===== src/rtl/core/fpst_pkg.sv =====
package fpst_pkg;

    localparam int NUM_POS    = 1024;
    localparam int SUM_BITS   = 64;
    localparam int ADDR_BITS  = $clog2(NUM_POS);
    localparam int POS_BITS   = $clog2(NUM_POS + 1);
    localparam int NXT_BITS   = POS_BITS + 1;
    localparam int SEARCH_TOP = 1 << (POS_BITS - 1);

    localparam int CMD_W   = 2;
    localparam int IDX_W   = 10;
    localparam int VAL_W   = 64;
    localparam int FOUND_W = 11;

    localparam int Q_DEPTH  = 2;
    localparam int QPTR_W   = $clog2(Q_DEPTH);
    localparam int QCNT_W   = $clog2(Q_DEPTH + 1);

    localparam logic [CMD_W-1:0] CMD_ADD  = 2'd0;
    localparam logic [CMD_W-1:0] CMD_SUM  = 2'd1;
    localparam logic [CMD_W-1:0] CMD_SRCH = 2'd2;

    typedef enum logic [1:0] {
        OP_ADD,
        OP_SUM,
        OP_SRCH,
        OP_NONE
    } op_kind_t;

    typedef struct packed {
        op_kind_t              kind;
        logic [POS_BITS-1:0]   start;
        logic [SUM_BITS-1:0]   operand;
        logic                  err;
    } fpst_op_t;

endpackage


===== src/rtl/core/fpst_front.sv =====
module fpst_front (
    input  logic                        clk,
    input  logic                        rst_n,
    input  logic                        enable,
    input  logic                        in_valid,
    output logic                        in_ready,
    input  logic [fpst_pkg::CMD_W-1:0]  command,
    input  logic [fpst_pkg::IDX_W-1:0]  position_index,
    input  logic [fpst_pkg::VAL_W-1:0]  operand_value,
    input  logic                        pop,
    output logic                        head_valid,
    output fpst_pkg::fpst_op_t          head
);
    import fpst_pkg::*;

    fpst_op_t            q_reg [Q_DEPTH];
    logic [QPTR_W-1:0]   wr_ptr_reg;
    logic [QPTR_W-1:0]   wr_ptr_next;
    logic [QPTR_W-1:0]   rd_ptr_reg;
    logic [QPTR_W-1:0]   rd_ptr_next;
    logic [QCNT_W-1:0]   count_reg;
    logic [QCNT_W-1:0]   count_next;
    logic                push;
    logic                range_err;
    fpst_op_t            op;

    // classify the incoming item
    assign range_err = 32'(position_index) >= 32'(NUM_POS);

    always_comb
    begin
        op.start   = POS_BITS'(position_index) + POS_BITS'(1);
        op.operand = operand_value[SUM_BITS-1:0];
        op.err     = 1'b0;
        op.kind    = OP_NONE;
        case (command)
            CMD_ADD, CMD_SUM:
            begin
                if (range_err)
                begin
                    op.err = 1'b1;
                end
                else
                begin
                    op.kind = (command == CMD_ADD) ? OP_ADD : OP_SUM;
                end
            end
            CMD_SRCH:
            begin
                op.kind = OP_SRCH;
            end
            default:
            begin
                op.kind = OP_NONE;
            end
        endcase
    end

    assign in_ready   = enable && (count_reg < QCNT_W'(Q_DEPTH));
    assign push       = in_valid && in_ready;
    assign head_valid = (count_reg != '0);
    assign head       = q_reg[rd_ptr_reg];

    always_comb
    begin
        wr_ptr_next = wr_ptr_reg;
        rd_ptr_next = rd_ptr_reg;
        count_next  = count_reg;
        if (push)
        begin
            wr_ptr_next = (32'(wr_ptr_reg) == Q_DEPTH - 1) ? '0 : wr_ptr_reg + QPTR_W'(1);
        end
        if (pop)
        begin
            rd_ptr_next = (32'(rd_ptr_reg) == Q_DEPTH - 1) ? '0 : rd_ptr_reg + QPTR_W'(1);
        end
        if (push && !pop)
        begin
            count_next = count_reg + QCNT_W'(1);
        end
        else if (pop && !push)
        begin
            count_next = count_reg - QCNT_W'(1);
        end
    end

    always_ff @(posedge clk or negedge rst_n)
    begin
        if (!rst_n)
        begin
            wr_ptr_reg <= '0;
            rd_ptr_reg <= '0;
            count_reg  <= '0;
        end
        else
        begin
            wr_ptr_reg <= wr_ptr_next;
            rd_ptr_reg <= rd_ptr_next;
            count_reg  <= count_next;
        end
    end

    always_ff @(posedge clk)
    begin
        if (push)
        begin
            q_reg[wr_ptr_reg] <= op;
        end
    end

    a_count_bound: assert property (@(posedge clk) disable iff (!rst_n)
        count_reg <= QCNT_W'(Q_DEPTH))
        else $error("queue count past depth");

endmodule


===== config.mk =====
export PLATFORM = sky130hd
export DESIGN_NAME = fpst_front
export DESIGN_NICKNAME = d
export VERILOG_FILES = /design/src/rtl/core/fpst_pkg.sv /design/src/rtl/core/fpst_front.sv
export SDC_FILE = /design/constraint.sdc
export NUM_CORES = 1
export LEC_CHECK = 0
export BUFFER_PORTS_ARGS = -buffer_cell sky130_fd_sc_hd__buf_2
export CORE_ASPECT_RATIO = 0.5
export CORE_MARGIN = 5
export CORE_UTILIZATION = 47
export DETAILED_ROUTE_END_ITERATION = 16
export PLACE_DENSITY = 0.75
export SYNTH_ARGS = -nofsm -noshare
export SYNTH_HDL_FRONTEND = slang
export SYNTH_SLANG_ARGS = --single-unit
export TNS_END_PERCENT = 10

===== constraint.sdc =====
create_clock -name clk -period 4.3 [get_ports clk]
set_clock_uncertainty 0.2 [all_clocks]
set_input_delay 0.43 -clock clk [delete_from_list [all_inputs] [get_ports clk]]
set_output_delay 0.43 -clock clk [all_outputs]
set_load 0.05 [all_outputs]

Word level (Yosys, flattened, before mapping)
Memories as Yosys holds them, arrays and structs flattened. Cells that the tools add are included.

Bits in latches: 0. Bits in read-only memories: 0. Output and inout port bits: 80. Input bits: 81. Memories: 1. Bits in writable memories: 154. Register bits after elaboration: 4. Logic and storage cells: 30.

Memories: q_reg (depth 2, bits a word 77, rd ports 1, clocked after Yosys merged registers in 0, wr ports 1, RTL line fpst_front.sv:16) `fpst_op_t q_reg [Q_DEPTH];`.

Shift operators: 0. $lt $le $gt $ge: 1. Multiplexer cells: 8. Equality and inequality tests: 2. Multiply operators: 0. Divide/modulo/power cells: 0. Reduce and logical (&&, ||, !) cells: 10. Bitwise logic cells: 0. $add $sub $neg: 5.

Operators by type and width (count): adder 10 x 1 -> 11 bit (second input constant) (1); 2-to-1 mux 1 bit (5); logical AND 1 bit (4); 2-to-1 mux 2 bit (2); one-hot mux 2 bit (2 select lines) (1); nonzero test 2 bit (2); adder 1 bit (second input constant) (2); adder 2 x 1 -> 2 bit (second input constant) (1); == test 2 x 1 -> 1 bit (second input constant) (1); == test 2 bit (second input constant) (1); zero test 1 bit (2); zero test 2 bit (1); < comparator 2 bit (second input constant) (1); OR reduction 2 bit (1); subtractor 2 x 1 -> 2 bit (second input constant) (1).

Logic depth before layout (Yosys ltp)
Word-level depth: 7. Mapped depth: 7. Depth with buffers taken out: 7.

Least setup slack after synthesis
No wires, ideal clock.

Path type: input -> register. Start: input port enable. End: memory q_reg[0][0] (netlist name), enable pin. Arrival time: 4.694 ns. Path buffers: 0. Data required time: 3.587 ns. Slack: -1.108 ns. Cell stages on the path: 3. Library setup time: 0.513 ns. Cells stage by stage: nor2b_1 > nand2_1 > nor2_1.

Word-level cells in the longest chain between the ends: 4.

Ends and longest elaborated chain: start, declared (RTL line fpst_front.sv:4) `input logic enable,`; logical AND 1 bit (RTL line fpst_front.sv:59) `assign in_ready = enable && (count_reg < QCNT_W'(Q_DEPTH));`; logical AND 1 bit (RTL line fpst_front.sv:60) `assign push = in_valid && in_ready;`; 2-to-1 mux 1 bit (RTL line fpst_front.sv:105) `if (push)`; 2-to-1 mux 1 bit (not written as such) (RTL line fpst_front.sv:107) `q_reg[wr_ptr_reg] <= op;`; end, declared (RTL line fpst_front.sv:16).

Every way passes these cells.

==> impl_metrics.env <==
export IMPL_synth_distinct_cells=21
export IMPL_antenna_found_initial=0
export IMPL_num_antenna_cells=0
export IMPL_finalCritPeriodShare=0.6962
export IMPL_syn_cell_area_mm2=0.006003
export IMPL_power_mw=5.320
export IMPL_crit_path_max_fanout=71
export IMPL_power_share_clock=0.274
export IMPL_initial_core_util=0.4768
export IMPL_largest_register_ffs=154
export IMPL_vias=3123
export IMPL_gp_congestion=0.7242
export IMPL_dp_final_hpwl_um=7173
export IMPL_core_area_mm2=0.01259
export IMPL_cts_buffers_inserted=17
export IMPL_holdWs_ns=0.01571
export IMPL_die_h_um=89.92
export IMPL_hold_viol=0
export IMPL_rsz0062_at_grt="false"
export IMPL_setup_viol=0
export IMPL_area_growth_pct=28.45
export IMPL_synth_cells=283
export IMPL_fin_setup_tns_ns=0
export IMPL_clock_sinks=158
export IMPL_tightest_slew_ns=1.081
export IMPL_overflow=0
export IMPL_cts_htree_levels=4
export IMPL_fin_area_mm2=0.007711
export IMPL_ys_ff_latch=158
export IMPL_post_drt_wl_per_cell_um=17.12
export IMPL_cellLeakagePower_nw=2.936
export IMPL_pwr_share_seq=0.388
export IMPL_ios=161
export IMPL_yosysWarnings=0
export IMPL_fin_util=0.6124
export IMPL_finalNetCount=552
export IMPL_setup_slack_ns=1.307
export IMPL_syn_area_per_cell_um2=21.21
export IMPL_ctsResizeCount=0
export IMPL_combPwrFrac=0.338
export IMPL_post_cts_buffers=0
export IMPL_critPathKind="reg2out"
export IMPL_place_inst=604
export IMPL_synthTopCellsByArea="edfxtp_1, mux2_2, mux2_4"
export IMPL_timing_slew_headroom=0.2790
export IMPL_drtIter0Drc=173
export IMPL_portBuffers=159
export IMPL_die_area_mm2=0.01527
export IMPL_crit_arrival_ns=2.36
export IMPL_drt_wl_total_um=11140
export IMPL_hp_class="in2reg"
export IMPL_p_switching_mw=1.963
export IMPL_max_cap_violations=0
export IMPL_instances_no_fill=651
export IMPL_finalWorstPathRequiredPeriod_ns=2.994
export IMPL_final_max_slew_viol_count=0
export IMPL_synth_edf_count=154
export IMPL_max_freq_mhz=334.1
export IMPL_cp_data_required_time_ns=3.67
export IMPL_cts_clk_slew_worst_paths_ns=0.06
export IMPL_tritoncts="built"
export IMPL_die_width_um=169.8
export IMPL_synth_seq_area_share=0.7870
export IMPL_synth_most_common_cell="edfxtp_1"
export IMPL_setup_worst_path_start_class="register"
export IMPL_clock_root_buffer="clkbuf_16"
export IMPL_drtAntennaViolNets=0
export IMPL_dr_pass1_iters=4
export IMPL_synthTopCellsByCount="edfxtp_1, mux2_2, mux2_4, xnor2_1, buf_2"
export IMPL_clockBufferDepth=2
export IMPL_drive_gt1_frac=0.5655
export IMPL_track_usage=0.1462
export IMPL_yosys_area_top_type="edfxtp_1"
export IMPL_postPlaceCellArea_mm2=0.006973
export IMPL_grt_pass1_vias=3427
export IMPL_synth_top_flop_cell="edfxtp_1"
export IMPL_route_detailed_drc=0
export IMPL_grt_pass1_wl_um=17380
export IMPL_via_per_inst=4.797
export IMPL_swShare=0.3689
export IMPL_ys_async_sr_fraction=0.02532
export IMPL_dp_slack_ns=1.715
export IMPL_powerDensity_mw_per_mm2=689.9
export IMPL_clk_latency_ns=0.40
export IMPL_synth_top_cell_area_share=0.7703
export IMPL_syn_num_nets=366
export IMPL_end_kind="primary output"
export IMPL_reg2regPathDepth=2
export IMPL_whs_path_depth=1
export IMPL_p_int_mw=3.357
export IMPL_grt_max_degree=78
export IMPL_rows=29
export IMPL_peakVddDrop_v=0.0004962
export IMPL_status="completed"
-- critical path, cell delays in order, from the launching register on --
cell,delay [ns]
dfrtp_4,1.11
buf_4,0.31
mux2_4,0.30
buf_2,0.21
-- layer usage --
layer  vias up  track usage  part of all wire
li1       1475            -                 -
met1      1561       0.1669              0.40
met2        73       0.2662              0.55
met3        14      0.04032             0.039
met4         0      0.04689             0.016
met5         -            0                 0
-- power groups by stage --
stage	Clock, mW	Sequential, mW	Combinational [mW]
after floorplan	0	1.95	1.59
after global placement	0	2.09	1.80
after detailed placement	0	2.10	1.81
after CTS	1.48	2.07	1.81
after global routing	1.56	2.09	1.87
final	1.46	2.06	1.80
-- final timing paths --
check                                   from           end  slack (ns)
max reg2reg                     count_reg[1]  q_reg[1][51]        2.07
max                               rd_ptr_reg      head[50]        1.31
max in group asynchronous              rst_n    rd_ptr_reg        3.59
min reg2reg                     count_reg[1]  count_reg[1]        0.30
min                        operand_value[25]  q_reg[0][25]        0.02
min in group asynchronous              rst_n  count_reg[1]        0.17
-- layout by cell type (no fill, tap or decap), drive strengths merged, types with 3 or more instances in the layout --
cell type / count
buf: 163
edfxtp: 154
mux2: 77
clkbuf: 18
dlygate4sd3: 16
xnor2: 9
clkinv: 7
xor2: 4
dfrtp: 4
inv: 3
nand4: 3
nand3: 3
bufinv: 3
clkinvlp: 3
and3: 3
-- cell type report --
cell class	count	area [um^2]
clock buffers	18	429.2
clock inverters	13	148.9
fillers	949	4880
inverters	3	11.26
multi-input cells	110	1195
flip-flops and latches	158	4728
well taps	170	212.7
repair buffers	179	985.9
-- repair_timing --
action | CTS | global route
endpoints found under the setup margin | 0 | 0
hold buffers | 5 | 11
hold endpoints to repair | 11 | 20
-- logic make-up after synthesis --
logic type    synth area share
fa+ha+maj             0.004168
flops                   0.7870
other cells          0.0006247
buf+inv                0.01605
xor+xnor               0.01897
mux                     0.1569
simple gates           0.01626
Note: power is estimated with default switching activity, not from simulation.
